--- config.mk ---
export PLATFORM = sky130hd
export DESIGN_NAME = sprite_attribute_emitter_flat
export DESIGN_NICKNAME = d
export VERILOG_FILES = /design/src/rtl/sae_pkg.sv /design/src/rtl/sae_rec_if.sv /design/src/rtl/sae_input_stage.sv /design/src/rtl/sae_core.sv /design/src/rtl/sae_output_stage.sv /design/src/rtl/sprite_attribute_emitter.sv /design/src/flat_wrapper.sv
export VERILOG_INCLUDE_DIRS = /design/src /design/src/rtl
export SDC_FILE = /design/constraint.sdc
export NUM_CORES = 1
export LEC_CHECK = 0
export BUFFER_PORTS_ARGS = -buffer_cell sky130_fd_sc_hd__buf_2
export CORE_MARGIN = 5
export CORE_UTILIZATION = 50
export DETAILED_ROUTE_END_ITERATION = 10
export GPL_TIMING_DRIVEN = 1
export HOLD_SLACK_MARGIN = 0.12
export PLACE_DENSITY = 0.73
export SYNTH_ARGS = -nofsm -noshare
export SYNTH_HDL_FRONTEND = slang
export SYNTH_SLANG_ARGS = --single-unit
--- constraint.sdc ---
create_clock -name clk -period 13.9 [get_ports clk]
set_input_delay 2.78 -clock clk [delete_from_list [all_inputs] [get_ports clk]]
set_output_delay 2.78 -clock clk [all_outputs]
set_load 0.05 [all_outputs]
--- src/rtl/sprite_attribute_emitter_macros.svh ---
// Assertion helpers, clocked on clk and held off while rst_n is low
`ifndef SPRITE_ATTRIBUTE_EMITTER_MACROS_SVH
`define SPRITE_ATTRIBUTE_EMITTER_MACROS_SVH

`define SAE_ASSERT_NOW(lbl, ante, cons) \
  lbl: assert property (@(posedge clk) disable iff (!rst_n) (ante) |-> (cons)) \
    else $error("sprite attribute emitter check failed");

`define SAE_ASSERT_NEXT(lbl, ante, cons) \
  lbl: assert property (@(posedge clk) disable iff (!rst_n) (ante) |=> (cons)) \
    else $error("sprite attribute emitter check failed");

`endif

--- src/rtl/sae_pkg.sv ---
package sae_pkg;

  localparam int unsigned OBJECT_SLOTS_DEF = 128;

  localparam logic KIND_AFFINE = 1'b0;
  localparam logic KIND_OBJECT = 1'b1;

  localparam logic [15:0] AFFINE_TAG = 16'hFFFF;
  localparam logic [31:0] LIST_END   = 32'h0000_0001;
  localparam logic [15:0] TILE_MASK  = 16'hF3FF;
  localparam logic [8:0]  X_HIDDEN   = 9'h180;
  localparam int unsigned AFFINE_FLAG_BIT = 8;

  localparam logic signed [16:0] X_MAX   = 17'sh00100;
  localparam logic signed [16:0] Y_MAX   = 17'sh000A0;
  localparam logic signed [16:0] POS_MIN = -17'sh00040;

  typedef struct packed {
    logic        new_frame;
    logic        first_of_list;
    logic [31:0] header;
    logic [15:0] word_a;
    logic [15:0] word_b;
    logic [15:0] word_c;
    logic [15:0] word_d;
    logic signed [15:0] pos_x;
    logic signed [15:0] pos_y;
    logic [31:0] oam_base;
    logic [15:0] tile_base;
  } rec_t;

  typedef struct packed {
    logic        kind;
    logic [6:0]  affine_group;
    logic [15:0] aff_pa;
    logic [15:0] aff_pb;
    logic [15:0] aff_pc;
    logic [15:0] aff_pd;
    logic [31:0] attr_low;
    logic [15:0] attr_tile;
  } res_t;

  typedef struct packed {
    logic take;
    logic load;
  } stage_ctl_t;

endpackage

--- src/rtl/sae_rec_if.sv ---
interface sae_rec_if;
  logic        valid;
  logic        ready;
  logic        new_frame;
  logic        first_of_list;
  logic [31:0] header;
  logic [15:0] word_a;
  logic [15:0] word_b;
  logic [15:0] word_c;
  logic [15:0] word_d;
  logic signed [15:0] pos_x;
  logic signed [15:0] pos_y;
  logic [31:0] oam_base;
  logic [15:0] tile_base;

  modport source (
    output valid, new_frame, first_of_list, header, word_a, word_b, word_c, word_d,
    output pos_x, pos_y, oam_base, tile_base,
    input  ready
  );

  modport sink (
    input  valid, new_frame, first_of_list, header, word_a, word_b, word_c, word_d,
    input  pos_x, pos_y, oam_base, tile_base,
    output ready
  );
endinterface

interface sae_res_if;
  logic        valid;
  logic        ready;
  logic        kind;
  logic [6:0]  affine_group;
  logic [15:0] aff_pa;
  logic [15:0] aff_pb;
  logic [15:0] aff_pc;
  logic [15:0] aff_pd;
  logic [31:0] attr_low;
  logic [15:0] attr_tile;

  modport source (
    output valid, kind, affine_group, aff_pa, aff_pb, aff_pc, aff_pd, attr_low, attr_tile,
    input  ready
  );

  modport sink (
    input  valid, kind, affine_group, aff_pa, aff_pb, aff_pc, aff_pd, attr_low, attr_tile,
    output ready
  );
endinterface

--- src/rtl/sae_input_stage.sv ---
module sae_input_stage (
  input  logic                   clk,
  input  logic                   rst_n,
  sae_rec_if.sink                in_rec,
  input  sae_pkg::stage_ctl_t    ctl,
  output logic                   rec_vld,
  output sae_pkg::rec_t          rec
);

  logic          vld_r;
  logic          vld_nxt;
  sae_pkg::rec_t rec_r;
  logic          accept;

  assign in_rec.ready = !vld_r || ctl.take;
  assign accept       = in_rec.valid && in_rec.ready;

  always_comb begin
    vld_nxt = vld_r;
    if (accept) begin
      vld_nxt = 1'b1;
    end else if (ctl.take) begin
      vld_nxt = 1'b0;
    end
  end

  always_ff @(posedge clk) begin
    if (!rst_n) begin
      vld_r <= 1'b0;
    end else begin
      vld_r <= vld_nxt;
    end
  end

  always_ff @(posedge clk) begin
    if (accept) begin
      rec_r.new_frame     <= in_rec.new_frame;
      rec_r.first_of_list <= in_rec.first_of_list;
      rec_r.header        <= in_rec.header;
      rec_r.word_a        <= in_rec.word_a;
      rec_r.word_b        <= in_rec.word_b;
      rec_r.word_c        <= in_rec.word_c;
      rec_r.word_d        <= in_rec.word_d;
      rec_r.pos_x         <= in_rec.pos_x;
      rec_r.pos_y         <= in_rec.pos_y;
      rec_r.oam_base      <= in_rec.oam_base;
      rec_r.tile_base     <= in_rec.tile_base;
    end
  end

  assign rec_vld = vld_r;
  assign rec     = rec_r;

endmodule

--- src/rtl/sae_core.sv ---
`include "sprite_attribute_emitter_macros.svh"

module sae_core #(
  parameter int unsigned OBJECT_SLOTS = sae_pkg::OBJECT_SLOTS_DEF
) (
  input  logic                   clk,
  input  logic                   rst_n,
  input  logic                   rec_vld,
  input  sae_pkg::rec_t          rec,
  input  logic                   out_free,
  output sae_pkg::stage_ctl_t    ctl,
  output sae_pkg::res_t          res
);

  localparam logic [7:0] SLOT_LIMIT = 8'(OBJECT_SLOTS);

  logic [6:0]  acnt_r, acnt_nxt;
  logic [6:0]  base_r, base_nxt;
  logic [15:0] left_r, left_nxt;
  logic [7:0]  slot_r, slot_nxt;
  logic        done_r, done_nxt;

  logic [6:0]  acnt_eff;
  logic [6:0]  base_eff;
  logic [15:0] left_eff;
  logic [7:0]  slot_eff;
  logic        done_eff;
  logic        emit;

  logic signed [16:0] x_sum;
  logic signed [16:0] y_sum;
  logic               off_screen;
  logic [8:0]         x_bits;
  logic [31:0]        aff_part;
  logic [31:0]        attr_sum;

  always_comb begin
    acnt_eff = rec.new_frame ? 7'd0 : acnt_r;
    slot_eff = rec.new_frame ? 8'd0 : slot_r;
    base_eff = base_r;
    left_eff = left_r;
    done_eff = done_r;
    if (rec.first_of_list) begin
      base_eff = acnt_eff;
      done_eff = 1'b0;
      left_eff = (rec.header[31:16] == sae_pkg::AFFINE_TAG) ? rec.header[15:0] : 16'd0;
    end
  end

  always_comb begin
    x_sum = $signed({rec.word_b[15], rec.word_b}) + $signed({rec.pos_x[15], rec.pos_x});
    y_sum = $signed({rec.word_c[15], rec.word_c}) + $signed({rec.pos_y[15], rec.pos_y});
    off_screen = (x_sum > sae_pkg::X_MAX) || (x_sum < sae_pkg::POS_MIN) ||
                 (y_sum > sae_pkg::Y_MAX) || (y_sum < sae_pkg::POS_MIN);
    x_bits   = off_screen ? sae_pkg::X_HIDDEN : x_sum[8:0];
    aff_part = rec.header[sae_pkg::AFFINE_FLAG_BIT] ? {base_eff, 25'd0} : 32'd0;
    attr_sum = rec.header + aff_part + rec.oam_base;
  end

  always_comb begin
    acnt_nxt = acnt_eff;
    base_nxt = base_eff;
    left_nxt = left_eff;
    slot_nxt = slot_eff;
    done_nxt = done_eff;
    emit     = 1'b0;
    res      = '0;
    if (!done_eff) begin
      if (left_eff != 16'd0) begin
        emit             = 1'b1;
        res.kind         = sae_pkg::KIND_AFFINE;
        res.affine_group = acnt_eff;
        res.aff_pa       = rec.word_a;
        res.aff_pb       = rec.word_b;
        res.aff_pc       = rec.word_c;
        res.aff_pd       = rec.word_d;
        acnt_nxt         = acnt_eff + 7'd1;
        left_nxt         = left_eff - 16'd1;
      end else if (rec.header == sae_pkg::LIST_END || slot_eff >= SLOT_LIMIT) begin
        done_nxt = 1'b1;
      end else begin
        emit          = 1'b1;
        res.kind      = sae_pkg::KIND_OBJECT;
        res.attr_low  = attr_sum | {7'd0, x_bits, 16'd0} | {24'd0, y_sum[7:0]};
        res.attr_tile = (rec.word_a & sae_pkg::TILE_MASK) + rec.tile_base;
        slot_nxt      = slot_eff + 8'd1;
      end
    end
  end

  assign ctl.take = rec_vld && (!emit || out_free);
  assign ctl.load = ctl.take && emit;

  always_ff @(posedge clk) begin
    if (!rst_n) begin
      acnt_r <= 7'd0;
      base_r <= 7'd0;
      left_r <= 16'd0;
      slot_r <= 8'd0;
      done_r <= 1'b1;
    end else if (ctl.take) begin
      acnt_r <= acnt_nxt;
      base_r <= base_nxt;
      left_r <= left_nxt;
      slot_r <= slot_nxt;
      done_r <= done_nxt;
    end
  end

  `SAE_ASSERT_NOW(a_load_on_take, ctl.load, ctl.take && out_free)
  `SAE_ASSERT_NOW(a_closed_list_silent, rec_vld && done_eff, !emit)
  `SAE_ASSERT_NEXT(a_group_advance, ctl.load && res.kind == sae_pkg::KIND_AFFINE,
                   acnt_r == $past(acnt_eff + 7'd1))
  `SAE_ASSERT_NOW(a_slot_bound, 1'b1, slot_r <= SLOT_LIMIT)

endmodule

--- src/rtl/sae_output_stage.sv ---
module sae_output_stage (
  input  logic                   clk,
  input  logic                   rst_n,
  input  sae_pkg::stage_ctl_t    ctl,
  input  sae_pkg::res_t          res,
  output logic                   out_free,
  sae_res_if.source              out_res
);

  logic          vld_r;
  logic          vld_nxt;
  sae_pkg::res_t res_r;

  assign out_free = !vld_r || out_res.ready;

  always_comb begin
    vld_nxt = vld_r;
    if (ctl.load) begin
      vld_nxt = 1'b1;
    end else if (out_res.ready) begin
      vld_nxt = 1'b0;
    end
  end

  always_ff @(posedge clk) begin
    if (!rst_n) begin
      vld_r <= 1'b0;
    end else begin
      vld_r <= vld_nxt;
    end
  end

  always_ff @(posedge clk) begin
    if (ctl.load) begin
      res_r <= res;
    end
  end

  assign out_res.valid        = vld_r;
  assign out_res.kind         = res_r.kind;
  assign out_res.affine_group = res_r.affine_group;
  assign out_res.aff_pa       = res_r.aff_pa;
  assign out_res.aff_pb       = res_r.aff_pb;
  assign out_res.aff_pc       = res_r.aff_pc;
  assign out_res.aff_pd       = res_r.aff_pd;
  assign out_res.attr_low     = res_r.attr_low;
  assign out_res.attr_tile    = res_r.attr_tile;

endmodule

--- src/rtl/sprite_attribute_emitter.sv ---
// Channel   Dir  Handshake      Transaction
// in_rec    in   valid/ready    one sprite-list record
// out_res   out  valid/ready    one affine group or one object attribute, or none
//
// One record per cycle sustained while out_res.ready holds.
// Record register feeds one pass of adds and compares into the result register.
// Synchronous active-low reset empties both registers and closes any open list.
// A stalled result holds the record register only when that record emits.
module sprite_attribute_emitter #(
  parameter int unsigned OBJECT_SLOTS = sae_pkg::OBJECT_SLOTS_DEF
) (
  input  logic       clk,
  input  logic       rst_n,
  sae_rec_if.sink    in_rec,
  sae_res_if.source  out_res
);

  logic                rec_vld;
  sae_pkg::rec_t       rec;
  sae_pkg::stage_ctl_t ctl;
  sae_pkg::res_t       res;
  logic                out_free;

  sae_input_stage u_input (
    .clk     (clk),
    .rst_n   (rst_n),
    .in_rec  (in_rec),
    .ctl     (ctl),
    .rec_vld (rec_vld),
    .rec     (rec)
  );

  sae_core #(
    .OBJECT_SLOTS (OBJECT_SLOTS)
  ) u_core (
    .clk      (clk),
    .rst_n    (rst_n),
    .rec_vld  (rec_vld),
    .rec      (rec),
    .out_free (out_free),
    .ctl      (ctl),
    .res      (res)
  );

  sae_output_stage u_output (
    .clk      (clk),
    .rst_n    (rst_n),
    .ctl      (ctl),
    .res      (res),
    .out_free (out_free),
    .out_res  (out_res)
  );

endmodule
--- src/flat_wrapper.sv ---
// flat-port wrapper written by rule: the top's interface ports become plain ports
module sprite_attribute_emitter_flat 
#(
  parameter int unsigned OBJECT_SLOTS = sae_pkg::OBJECT_SLOTS_DEF
)
  (clk, rst_n, in_rec_valid, in_rec_new_frame, in_rec_first_of_list, in_rec_header, in_rec_word_a, in_rec_word_b, in_rec_word_c, in_rec_word_d, in_rec_pos_x, in_rec_pos_y, in_rec_oam_base, in_rec_tile_base, in_rec_ready, out_res_valid, out_res_kind, out_res_affine_group, out_res_aff_pa, out_res_aff_pb, out_res_aff_pc, out_res_aff_pd, out_res_attr_low, out_res_attr_tile, out_res_ready);
  sae_rec_if in_rec_i ();
  sae_res_if out_res_i ();
  input  logic clk;
  input  logic rst_n;
  input wire logic [$bits(in_rec_i.valid)-1:0] in_rec_valid;
  input wire logic [$bits(in_rec_i.new_frame)-1:0] in_rec_new_frame;
  input wire logic [$bits(in_rec_i.first_of_list)-1:0] in_rec_first_of_list;
  input wire logic [$bits(in_rec_i.header)-1:0] in_rec_header;
  input wire logic [$bits(in_rec_i.word_a)-1:0] in_rec_word_a;
  input wire logic [$bits(in_rec_i.word_b)-1:0] in_rec_word_b;
  input wire logic [$bits(in_rec_i.word_c)-1:0] in_rec_word_c;
  input wire logic [$bits(in_rec_i.word_d)-1:0] in_rec_word_d;
  input wire logic [$bits(in_rec_i.pos_x)-1:0] in_rec_pos_x;
  input wire logic [$bits(in_rec_i.pos_y)-1:0] in_rec_pos_y;
  input wire logic [$bits(in_rec_i.oam_base)-1:0] in_rec_oam_base;
  input wire logic [$bits(in_rec_i.tile_base)-1:0] in_rec_tile_base;
  output wire logic [$bits(in_rec_i.ready)-1:0] in_rec_ready;
  output wire logic [$bits(out_res_i.valid)-1:0] out_res_valid;
  output wire logic [$bits(out_res_i.kind)-1:0] out_res_kind;
  output wire logic [$bits(out_res_i.affine_group)-1:0] out_res_affine_group;
  output wire logic [$bits(out_res_i.aff_pa)-1:0] out_res_aff_pa;
  output wire logic [$bits(out_res_i.aff_pb)-1:0] out_res_aff_pb;
  output wire logic [$bits(out_res_i.aff_pc)-1:0] out_res_aff_pc;
  output wire logic [$bits(out_res_i.aff_pd)-1:0] out_res_aff_pd;
  output wire logic [$bits(out_res_i.attr_low)-1:0] out_res_attr_low;
  output wire logic [$bits(out_res_i.attr_tile)-1:0] out_res_attr_tile;
  input wire logic [$bits(out_res_i.ready)-1:0] out_res_ready;
  assign in_rec_i.valid = in_rec_valid;
  assign in_rec_i.new_frame = in_rec_new_frame;
  assign in_rec_i.first_of_list = in_rec_first_of_list;
  assign in_rec_i.header = in_rec_header;
  assign in_rec_i.word_a = in_rec_word_a;
  assign in_rec_i.word_b = in_rec_word_b;
  assign in_rec_i.word_c = in_rec_word_c;
  assign in_rec_i.word_d = in_rec_word_d;
  assign in_rec_i.pos_x = in_rec_pos_x;
  assign in_rec_i.pos_y = in_rec_pos_y;
  assign in_rec_i.oam_base = in_rec_oam_base;
  assign in_rec_i.tile_base = in_rec_tile_base;
  assign in_rec_ready = in_rec_i.ready;
  assign out_res_valid = out_res_i.valid;
  assign out_res_kind = out_res_i.kind;
  assign out_res_affine_group = out_res_i.affine_group;
  assign out_res_aff_pa = out_res_i.aff_pa;
  assign out_res_aff_pb = out_res_i.aff_pb;
  assign out_res_aff_pc = out_res_i.aff_pc;
  assign out_res_aff_pd = out_res_i.aff_pd;
  assign out_res_attr_low = out_res_i.attr_low;
  assign out_res_attr_tile = out_res_i.attr_tile;
  assign out_res_i.ready = out_res_ready;
  sprite_attribute_emitter #(.OBJECT_SLOTS(OBJECT_SLOTS)) u_core (.clk(clk), .rst_n(rst_n), .in_rec(in_rec_i), .out_res(out_res_i));
endmodule
### Word level (Yosys, flattened, before mapping)

Cells that the tools add are included.

| cells by class | value |
|---|---|
| add/subtract/negate cells | 8 |
| $lt $le $gt $ge | 5 |
| equal/unequal tests | 2 |
| multiplexer cells | 25 |
| bitwise gates (word level) | 3 |
| reduce and logical (&&, ||, !) cells | 19 |

Operator list:

| kind | count |
|---|---|
| adder 32 bit | 2 |
| 2-to-1 mux 16 bit | 4 |
| adder 16 x 16 -> 17 bit | 2 |
| < comparator 17 x 7 -> 1 bit, second input constant | 2 |
| equality test 32 x 1 -> 1 bit, second input constant | 1 |
| 2-to-1 mux 32 bit | 1 |
| 2-to-1 mux 8 bit | 4 |
| OR 32 x 25 -> 32 bit | 1 |
| OR 32 x 8 -> 32 bit | 1 |
| 2-to-1 mux 7 bit | 4 |
| > comparator 17 x 10 -> 1 bit, second input constant | 1 |
| > comparator 17 x 9 -> 1 bit, second input constant | 1 |
| adder 16 bit | 1 |
| equality test 16 bit, second input constant | 1 |
| nonzero test 16 bit | 1 |
| subtractor 16 x 1 -> 16 bit, second input constant | 1 |
| 2-to-1 mux 1 bit | 11 |
| 2-to-1 mux 9 bit | 1 |
| adder 8 x 1 -> 8 bit, second input constant | 1 |
| greater-or-equal comparator 8 bit, second input constant | 1 |
| adder 7 x 1 -> 7 bit, second input constant | 1 |
| logical OR 1 bit | 7 |
| nonzero test 2 bit | 2 |
| OR reduction 2 bit | 2 |
| 4 further kinds | 8 |

| word-level totals | value |
|---|---|
| register bits after elaboration | 339 |
| bits of input ports | 182 |
| output and inout port bits | 122 |
| word-level logic and storage cells | 88 |

### Longest topological paths before layout

Gate-level depths: netlist of run 1.

| logic depth | value |
|---|---|
| depth in word-level cells | 12 |
| depth in mapped cells | 17 |

### By module

From an unflattened synthesis of run 1, not the netlist that was laid out.

| second synthesis, totals | value |
|---|---|
| cell total of the unflattened synthesis | 1357 |
| area total of the unflattened synthesis | 16786.1 µm² |

By module, submodules not included:

| module | times used | cells each | area an instance (µm²) | seq. area each (µm²) |
|---|---|---|---|---|
| sae_core | 1 | 1050 | 7731.2 | 780.7 |
| sae_input_stage | 1 | 183 | 5402.7 | 5365.1 |
| sae_output_stage | 1 | 124 | 3652.3 | 3623.5 |

### Least setup slack after synthesis of run 1

Ideal clock, no wire load.

| timing | value |
|---|---|
| kind | input to register |
| start | input port out_res_ready |
| end | register u_core.u_input.rec_r, in the netlist u_core.u_input.rec[0] (enable) |
| setup time | 738 ps |
| data arrival time | 10785 ps |
| slack | 2377 ps |
| stages | 4 |
| path buffers | 0 |
| cell sequence | nor2b_1 nand2_1 a21oi_1 nor2b_1 |

| between the ends | value |
|---|---|
| cells in the longest elaborated chain, start to end | 5 |

RTL lines:

| item | line | text |
|---|---|---|
| from (decl) | flat_wrapper.sv:33 | `input wire logic [$bits(out_res_i.ready)-1:0] out_res_ready;` |
| logical OR 1 bit | sae_output_stage.sv:14 | `assign out_free = !vld_r \|\| out_res.ready;` |
| logical OR 1 bit | sae_core.sv:91 | `assign ctl.take = rec_vld && (!emit \|\| out_free);` |
| logical AND 1 bit | sae_core.sv:91 |  |
| logical OR 1 bit | sae_input_stage.sv:15 | `assign in_rec.ready = !vld_r \|\| ctl.take;` |
| logical AND 1 bit | sae_input_stage.sv:16 | `assign accept = in_rec.valid && in_rec.ready;` |
| via u_core.u_input.accept | sae_input_stage.sv:13 | `logic accept;` |
| to (decl) | sae_input_stage.sv:12 | `sae_pkg::rec_t rec_r;` |

The timed path passes the listed nets, and every way through them passes these cells.
A chain may end at the register's enable or synchronous reset.

### Final worst setup path of run 1

| timing | value |
|---|---|
| start | register u_core.u_input.rec_r, in the netlist u_core.u_input.rec[176] |
| end | output port in_rec_ready |

| between the ends | value |
|---|---|
| cells in the longest elaborated chain, start to end | 8 |
| elaborated cells between the ends (all ways) | 9 |
| classes of those cells | 4 x mux; 5 x reduce/logical |

RTL lines:

| item | line | text |
|---|---|---|
| 2-to-1 mux 16 bit | sae_core.sv:43 | `if (rec.first_of_list) begin` |
| nonzero test 16 bit | sae_core.sv:69 | `if (left_eff != 16'd0) begin` |
| 2-to-1 mux 1 bit | sae_core.sv:69 |  |
| 2-to-1 mux 1 bit * | sae_core.sv:68 | `if (!done_eff) begin` |
| logical NOT 1 bit * | sae_core.sv:91 |  |
| logical OR 1 bit * | sae_core.sv:91 |  |
| logical AND 1 bit * | sae_core.sv:91 |  |
| logical OR 1 bit * | sae_input_stage.sv:15 |  |
| to (decl) | flat_wrapper.sv:23 | `output wire logic [$bits(in_rec_i.ready)-1:0] in_rec_ready;` |

Every way passes the cells marked *; elsewhere a longest branch is shown, timed or not.

==> results.ini, run 1 <==
[pwr]
powerDensity_nw_per_um2=164.3
vdd_drop_max_uv=134.3
power_frac_clock_pct=30.1
pwr-share-seq_pct=40.5
swShare_pct=34.42
p_sw_mw=1.134
p_comb_share_pct=29.4
p_total_mw=3.295
internal-power_mw=2.161
p_leak_nw=7.990

[logic_synthesis]
synth_edf_count=298
synth_cell_types=87
syn-cell-area_um2=16820
synth_seq_area_share_pct=58.10
async_flop_share_pct=0
synth.net_count=1656
synth-seq-cells=339
syn_inst=1361
synth.avg_cell_area_um2=12.36
synthFlopType=edfxtp_1
ys_warn_count=0

[setup_path]
worstSetupStartpointType=flop
end_kind=primary output
ff2ff_setup_slack_ns=8.73
critPathKind=reg -> out
worstPathRequired_ns=11.12
crit_start=u_core.u_input.rec[176]
r2r_cells=14
crit_fanout=32
rr_startpoint=u_core.u_input.rec[176]
worstPathArrival_ns=4.09
reg2reg_to=u_core.u_core.slot_r[0]
endpoint=in_rec_ready

[routing]
drt_pass1_iterations=5
via_count=12030
ant_nets=0
viasPerCell=5.588
drc=0
routed_wl_um=41730
wl_per_cell_um=19.39
drt_iter0_drc=818

[clock_network]
cts.sinks=339
h-tree-depth=2
cts_resized=0
cts_setup_buffers=0
path_clk_slew_ns=0.06
cts_tree=done
root_buffer=clkbuf_16
cts_hold_buf=0
clk_latency_ns=0.53
ctsLongestPathBuffers=3
numCtsBuffers=39

[timing]
tightest_slew_ns=1.062
finalHoldViolCount=0
fin_crit_sh_pct=49.44
slew_viol_final=0
period_needed_ns=6.872
finClkSkew_ns=0.02413
max_freq_mhz=145.5
tns_ns=0
rsz0062_at_grt=no
setup-violations-final=0
max_slew_margin_pct=29.19

[floorplanning]
dieWidth_um=193.4
num_rows=67
start_util_pct=50.40
die-area_um2=37400
chipHeight_um=193.4
io_pins=304
core-area_um2=33360

[min_path]
min_from=u_core.u_core.base_r[0]
hp-class=reg -> reg

[place]
dp_hpwl_um=30050
place_congestion=0.9103
io_buffers=303

[final_layout]
drive_gt1_share_pct=23.96
final_cell_mix=buf_2, edfxtp_1, ha_1
final_common_cell=buf_2
final_nets=1971
syn2layout_area_growth_pct=19.26

[status]
outcome=completed

[global_route]
grt_pass1_wl_um=65660
grt_max_degree=83
grt_pass1_vias=12040
grt.total_usage_pct=21.71
gr-total-overflow=0
antenna_found_initial=2

[flow_run]
maxCapViolations=0

[cells in the mapped netlist, types with 28 or more instances]
| cell type | instances | share of area [%] |
|---|---|---|
| nand2_1 | 93 | 2.1 |
| nor2b_1 | 28 | 1.0 |
| nor2_1 | 74 | 1.7 |
| dfxtp_1 | 41 | 4.9 |
| o21ai_0 | 66 | 2.0 |
| edfxtp_1 | 298 | 53 |
| nand3_1 | 29 | 0.86 |
| nor3_1 | 32 | 0.95 |
| a21oi_1 | 69 | 2.1 |
| ha_1 | 103 | 7.7 |
| xnor2_1 | 35 | 1.8 |
| inv_1 | 30 | 0.67 |
| and2_1 | 87 | 3.2 |
| xor2_1 | 30 | 1.6 |
[routing by layer]
layer	track usage, %	share of wire, %	routed length [µm]	vias up
li1	-	-	-	5785
met1	30.00	44	18160	5691
met2	35.04	46	19270	475
met3	5.044	8.0	3330	71
met4	5.507	2.2	936	4
met5	0	0.050	21	-
[cells by family after synthesis]
family                   synth area share [%]
buffers and inverters                   1.830
multiplexers                           0.7515
AND/OR/NAND/NOR                         13.76
AO/OA/AOI/OAI                           13.32
adder cells (fa/ha/maj)                 8.854
XOR/XNOR                                3.385
flip-flops                              58.10
[metrics by stage]
stage / area [µm²] / setup WS, ns / hold slack (ns) / std cells / utilization, %
global placement: 18820 / 7.371 / 0.4569 / 2083 / 56.41
CTS: 20050 / 7.055 / 0.4752 / 2151 / 60.10
detailed placement: 18820 / 7.359 / 0.4635 / 2083 / 56.41
floorplan: 16820 / 2.377 / 0.4428 / 1361 / -
finish: 20050 / 7.028 / 0.4721 / 2152 / 60.11
global route: 20050 / 6.654 / 0.5019 / 2151 / 60.10
[state kept, by name, summed over array words and instances, names as in the netlist]
signal and count:
u_core.u_output.out_res.valid 1, u_core.u_output.out_res.affine_group 7, u_core.u_core.base_r 7, u_core.u_output.out_res.attr_low 32
u_core.u_output.out_res.aff_pc 16, u_core.u_output.out_res.aff_pb 16, u_core.u_output.out_res.aff_pd 16, u_core.u_output.out_res.attr_tile 16
u_core.u_core.acnt_r 7, u_core.u_core.slot_r 8, u_core.u_core.done_r 1, u_core.u_input.rec 178
u_core.u_input.rec_vld 1, u_core.u_output.out_res.kind 1, u_core.u_core.left_r 16, u_core.u_output.out_res.aff_pa 16
[final cells by class]
type	count	area, µm²
timing repair buffer	315	1607
clock buffer	46	1045
multi-input combinational	950	6765
inverter	31	117.6
tap	448	560.5
clock inverter	22	187.7
fill	2779	13310
sequential	339	9769
antenna	1	2.502
[worst min-delay path by stage]
stage	slack, ns	end	cells past startpoint
floorplan	0.44	u_core.u_core.base_r[0]	2
global placement	0.46	u_core.u_core.base_r[3]	2
detailed placement	0.46	u_core.u_core.base_r[4]	2
CTS	0.48	u_core.u_core.base_r[0]	2
global route	0.50	u_core.u_core.base_r[4]	2
finish	0.47	u_core.u_core.base_r[0]	2
[critical path: stages (launching register included)]
cell	delay, ns
edfxtp_1	0.32
buf_4	0.33
nand4_1	0.14
nor4_1	0.22
buf_4	0.25
and2_1	0.67
a22oi_1	0.24
ha_1	0.30
o211ai_1	0.13
a31o_1	0.22
o31ai_2	0.10
a21oi_1	0.33
inv_1	0.08
buf_2	0.22
[power by group through the flow]
stage | registers [mW] | clock network [mW] | logic, mW
CTS | 1.33 | 1.01 | 0.975
global placement | 1.35 | 0 | 0.955
global route | 1.34 | 1.06 | 1.05
floorplan | 1.62 | 0 | 0.478
detailed placement | 1.35 | 0 | 0.969
finish | 1.33 | 0.991 | 0.970
Note: power is estimated with default switching activity, not from simulation.
==> run 2: changes to the inputs <==
PLACE_DENSITY = 0.76   (was 0.73)
clock period = 6.3 ns   (was 13.9 ns; I/O delays follow)
==> run 2 against run 1 <==
Compared with the run above:
- die area did not move
- clock-buffer cell count decreased by 1
- sequential share of layout area about the same
- design area about the same
- power grew 120%
- sequential power is 120% higher
- combinational power rose by 120%
- clock skew grew 0.0058 ns
- non-clock buffer count is 3 higher
- worst hold slack is essentially flat
- cell count hardly changed
- register-to-register slack worse by 6.9 ns
==> results.ini, run 2 (synthesized netlist as in run 1, its figures left out) <==
[timing]
period_needed_ns=4.808
fin_crit_sh_pct=76.32
max_slew_margin_pct=22.76  ; -6.4 points
rsz0062_at_grt=no
setup_ws_ns=1.492  ; -5.536 ns
setup-violations-final=0  ; unchanged
finalHoldViolCount=0  ; unchanged
finClkSkew_ns=0.02992  ; +0.005798 ns
max_freq_mhz=208.0
slew_viol_final=0  ; unchanged
tightest_slew_ns=1.156  ; +0.09399 ns
tns_ns=0  ; unchanged

[clock_network]
clk_latency_ns=0.54  ; about the same
ctsLongestPathBuffers=3  ; unchanged
numCtsBuffers=37  ; -5.1%
path_clk_slew_ns=0.06  ; about the same
cts.sinks=339  ; unchanged
h-tree-depth=2  ; unchanged
cts_resized=0  ; unchanged
cts_setup_buffers=0  ; unchanged
cts_hold_buf=0  ; unchanged
cts_tree=done
root_buffer=clkbuf_16

[global_route]
grt.total_usage_pct=22.07  ; +0.36 points
grt_max_degree=107  ; +29%
antenna_found_initial=2  ; unchanged
gr-total-overflow=0  ; unchanged
grt_pass1_vias=12230  ; +1.6%
grt_pass1_wl_um=66600  ; +1.4%

[place]
place_congestion=0.9444  ; +3.7%
io_buffers=303  ; unchanged
place_ws_ns=1.950  ; -5.409 ns
dp_hpwl_um=30950  ; +3.0%
dp_cells=2086  ; +0.14%

[routing]
drc=0  ; unchanged
drt_pass1_iterations=5  ; unchanged
drt_iter0_drc=781  ; -4.5%
ant_nets=0  ; unchanged
via_count=12180  ; +1.3%
wl_per_cell_um=19.71  ; +1.7%
viasPerCell=5.659  ; +1.3%
routed_wl_um=42440  ; +1.7%

[min_path]
hp-class=reg -> reg
hold_end=u_core.u_core.base_r[3]
min_path_cells=2  ; unchanged
min_from=u_core.u_core.base_r[3]

[floorplanning]
die-area_um2=37400  ; unchanged
num_rows=67  ; unchanged
core-area_um2=33360  ; unchanged
start_util_pct=50.40  ; unchanged
chipHeight_um=193.4  ; unchanged
dieWidth_um=193.4  ; unchanged
io_pins=304  ; unchanged

[setup_path]
rr_startpoint=u_core.u_input.rec[169]
worstSetupStartpointType=flop
critPathKind=reg -> out
end_kind=primary output
r2r_cells=13  ; -1
ff2ff_setup_slack_ns=1.85  ; -6.88 ns
worstPathArrival_ns=3.55  ; -0.54 ns
crit_fanout=21  ; -34%
reg2reg_to=u_core.u_output.out_res.aff_pc[8]
worstPathRequired_ns=5.04  ; -6.08 ns

[final_layout]
final_nets=1972  ; +0.051%
drive_gt1_share_pct=23.78  ; -0.18 points
final_cell_mix=buf_2, edfxtp_1, ha_1
finalNonFillerCells=2153  ; +0.046%
final_common_cell=buf_2
largest_reg_flops=178  ; unchanged
syn2layout_area_growth_pct=19.23  ; about the same

[status]
outcome=completed

[flow_run]
maxCapViolations=0  ; unchanged

[pwr]
p_leak_nw=7.976  ; -0.17%
powerDensity_nw_per_um2=359.0  ; +120%
vdd_drop_max_uv=251.1  ; +87%

-- run 2: cell types whose count changed in the layout (fill, tap and decap cells not counted) --
cell,delta
clkinv_2,-4
buf_12,+3
clkbuf_16,-3
clkbuf_1,+2
clkinv_1,+1
clkinv_4,+1
clkinv_8,+1
diode_2,+1
inv_6,-1
-- run 2: layout make-up --
type | instances | area [µm²]
clock buffers | 45 | 977.2
repair buffers | 318 | 1667
diodes | 2 | 5.005
flip-flops and latches | 339 | 9769
inverters | 31 | 117.6
clock inverters | 20 | 187.7
fillers | 2706 | 13320
multi-input cells | 950 | 6765
well taps | 448 | 560.5
-- run 2: metal layers --
metal / track usage (%) / part of all wire, %
met1: 29.40 / 42
met4: 8.051 / 3.6
met2: 35.60 / 46
met5: 0 / 0.016
met3: 5.201 / 8.2
-- run 2: where the power goes --
part	total [mW]	leakage (nW)	internal, mW	switching, mW
combinational	2.17	4.20	0.643	1.52
clock	2.09	0.562	1.23	0.862
sequential	2.94	3.22	2.83	0.109
-- run 2: critical path, stage by stage (launching register included) --
cell and delay [ns]:
edfxtp_1 0.41, nand4_1 0.14, nor4_1 0.30, buf_4 0.25, and2_1 0.14, buf_4 0.24, a22oi_1 0.14, ha_1 0.28
o211ai_1 0.12, a31o_1 0.21, o31ai_2 0.09, a21oi_1 0.40, inv_1 0.07, buf_2 0.22
-- run 2: per-stage QoR --
| stage | utilization (%) | instance area [µm²] | total power [mW] | hold slack [ns] |
|---|---|---|---|---|
| CTS | 60.08 | 20040 | 7.258 | 0.4768 |
| floorplan | - | 16830 | 4.589 | 0.4428 |
| finish | 60.09 | 20050 | 7.197 | 0.4717 |
| global placement | 56.59 | 18880 | 5.108 | 0.4558 |
| global route | 60.08 | 20040 | 7.551 | 0.5109 |
| detailed placement | 56.59 | 18880 | 5.146 | 0.4689 |
-- run 2: how the worst max path moves through the flow --
stage,depth (start not counted),from,end,slack [ns]
global route,13,u_core.u_input.rec[169],in_rec_ready,1.34
CTS,13,u_core.u_input.rec[169],in_rec_ready,1.50
finish,13,u_core.u_input.rec[169],in_rec_ready,1.49
detailed placement,11,u_core.u_input.rec[173],u_core.u_output.out_res.aff_pc[4],1.95
floorplan,13,u_core.u_input.rec[173],u_core.u_input.rec[0],0.33
global placement,13,u_core.u_input.rec[174],u_core.u_output.out_res.aff_pc[5],2.08
==> run 3: changes to the inputs <==
PLACE_DENSITY = 0.73   (was 0.76)
clock period = 4.8 ns   (was 6.3 ns; I/O delays follow)
==> run 3 against run 2 <==
Compared with the run above:
- wire length rose by 1.7%
- power grew 32%
- sequential share of layout area down 0.16 points
- combinational power grew 31%
- clock skew decreased by 0.0092 ns
- via count is essentially flat
- critical path depth fell by 3
- critical endpoint unchanged
- flip-flop and latch count is the same
- sequential power grew 32%
- core utilization grew 0.20 points
==> results.ini, run 3 (synthesized netlist as in run 1, its figures left out) <==
[place]
io_buffers=303  ; unchanged
dp_hpwl_um=31910  ; +3.1%
place_congestion=0.9187  ; -2.7%

[pwr]
internal-power_mw=6.189  ; +32%
p_total_mw=9.509  ; +32%
swShare_pct=34.92  ; +0.27 points
p_sw_mw=3.320  ; +33%
powerDensity_nw_per_um2=472.7  ; +32%
p_leak_nw=8.003  ; +0.33%
p_comb_share_pct=30.0  ; about the same
power_frac_clock_pct=29.3  ; +0.2 points
pwr-share-seq_pct=40.7  ; -0.2 points
vdd_drop_max_uv=314.1  ; +25%

[routing]
wl_per_cell_um=20.03  ; +1.6%
drt_iter0_drc=873  ; +12%
drt_pass1_iterations=6  ; +1
ant_nets=0  ; unchanged
drc=0  ; unchanged
routed_wl_um=43180  ; +1.7%
via_count=12180  ; -0.033%
viasPerCell=5.649  ; -0.17%

[floorplanning]
core-area_um2=33360  ; unchanged
io_pins=304  ; unchanged
start_util_pct=50.40  ; unchanged
die-area_um2=37400  ; unchanged
dieWidth_um=193.4  ; unchanged
chipHeight_um=193.4  ; unchanged
num_rows=67  ; unchanged

[global_route]
gr-usage-met2_pct=36.53  ; +0.94 points
grt-busiest-layer=met2
grt.total_usage_pct=22.47  ; +0.40 points
use_met1_pct=29.13  ; -0.28 points
grt_pass1_vias=12290  ; +0.47%
grt_max_degree=92  ; -14%
antenna_found_initial=4  ; +2
gr-total-overflow=0  ; unchanged
gr-usage-met3_pct=5.479  ; +0.28 points
grt_pass1_wl_um=67310  ; +1.1%

[setup_path]
worstPathRequired_ns=3.84  ; -1.20 ns
critPathKind=reg -> out
worstSetupStartpointType=flop
ff2ff_setup_slack_ns=0.71  ; -1.14 ns
worstPathArrival_ns=3.40  ; -0.15 ns
crit_fanout=21  ; unchanged
reg2reg_to=u_core.u_core.slot_r[3]
end_kind=primary output
rr_startpoint=u_core.u_input.rec[172]
r2r_cells=11  ; -2

[final_layout]
largest_reg_flops=178  ; unchanged
final_util_pct=60.29  ; +0.20 points
final_common_cell=buf_2
final_cell_mix=buf_2, edfxtp_1, ha_1
syn2layout_area_growth_pct=19.63
final_nets=1973  ; +0.051%
drive_gt1_share_pct=24.49  ; +0.71 points

[clock_network]
cts_resized=0  ; unchanged
clk_latency_ns=0.54  ; about the same
cts_setup_buffers=0  ; unchanged
root_buffer=clkbuf_16
path_clk_slew_ns=0.06  ; about the same
cts.sinks=339  ; unchanged
cts_hold_buf=0  ; unchanged
h-tree-depth=2  ; unchanged
numCtsBuffers=38  ; +2.7%
ctsLongestPathBuffers=3  ; unchanged
cts_tree=done

[timing]
max_freq_mhz=229.1
finClkSkew_ns=0.02071  ; -0.009219 ns
timing.hold.ws_ns=0.4718  ; +0.0001160 ns
fin_crit_sh_pct=90.93
setup-violations-final=0  ; unchanged
rsz0062_at_grt=no
slew_viol_final=0  ; unchanged
max_slew_margin_pct=50.05  ; +27 points
finalHoldViolCount=0  ; unchanged
tightest_slew_ns=0.7492  ; -0.4069 ns
period_needed_ns=4.365

[min_path]
min_from=u_core.u_core.base_r[4]
hold_end=u_core.u_core.base_r[4]
hp-class=reg -> reg
min_path_cells=2  ; unchanged

[status]
outcome=completed

[flow_run]
maxCapViolations=0  ; unchanged

[run 3: worst max-delay path by stage]
stage / from / to / slack (ns) / cells after the start
after CTS: u_core.u_input.rec[172] / in_rec_ready / 0.48 / 10
after floorplan: u_core.u_input.rec[171] / u_core.u_input.rec[0] / -0.71 / 14
after detailed placement: u_core.u_input.rec[170] / u_core.u_core.slot_r[3] / 0.81 / 11
after global placement: u_core.u_input.rec[172] / u_core.u_core.slot_r[3] / 0.95 / 11
after global routing: u_core.u_input.rec[170] / in_rec_ready / 0.35 / 10
final: u_core.u_input.rec[172] / in_rec_ready / 0.44 / 10
[run 3: final cells by class]
| class | instances | area (µm²) |
|---|---|---|
| Fill cell | 2738 | 13250 |
| Tap cell | 448 | 560.5 |
| Antenna cell | 1 | 2.502 |
| Inverter | 31 | 117.6 |
| Timing Repair Buffer | 318 | 1679 |
| Sequential cell | 339 | 9769 |
| Clock inverter | 22 | 176.4 |
| Multi-Input combinational cell | 950 | 6795 |
| Clock buffer | 47 | 1016 |
[run 3: metrics by stage]
step	TNS [ns]	area, µm²	setup WS [ns]	instances
detailed placement	0	18920	0.8113	2086
global placement	0	18920	0.9478	2086
global route	0	20120	0.3463	2156
CTS	0	20110	0.4832	2155
finish	0	20120	0.4352	2156
floorplan	-128.45	16920	-0.7057	1361
[run 3: worst max-delay path, stage by stage (launching register included)]
cell and delay, ns:
edfxtp_1 0.46, and3_1 0.35, and2_4 0.29, a22oi_1 0.35, ha_2 0.28, o211ai_1 0.11
a31o_1 0.27, o31ai_4 0.31, a21oi_4 0.11, inv_1 0.07, buf_2 0.25
[run 3: power groups by stage]
stage / logic (mW) / clock network, mW / registers (mW)
final: 2.85 / 2.78 / 3.87
after global routing: 3.09 / 2.97 / 3.90
after detailed placement: 2.85 / 0 / 3.93
after CTS: 2.86 / 2.85 / 3.87
after floorplan: 1.42 / 0 / 4.63
after global placement: 2.81 / 0 / 3.92
[run 3: layer usage]
metal  share of wire [%]  wire (µm)
met5               0.058         25
met4                 3.8       1658
met3                 8.1       3490
met2                  47      20150
met1                  41      17850
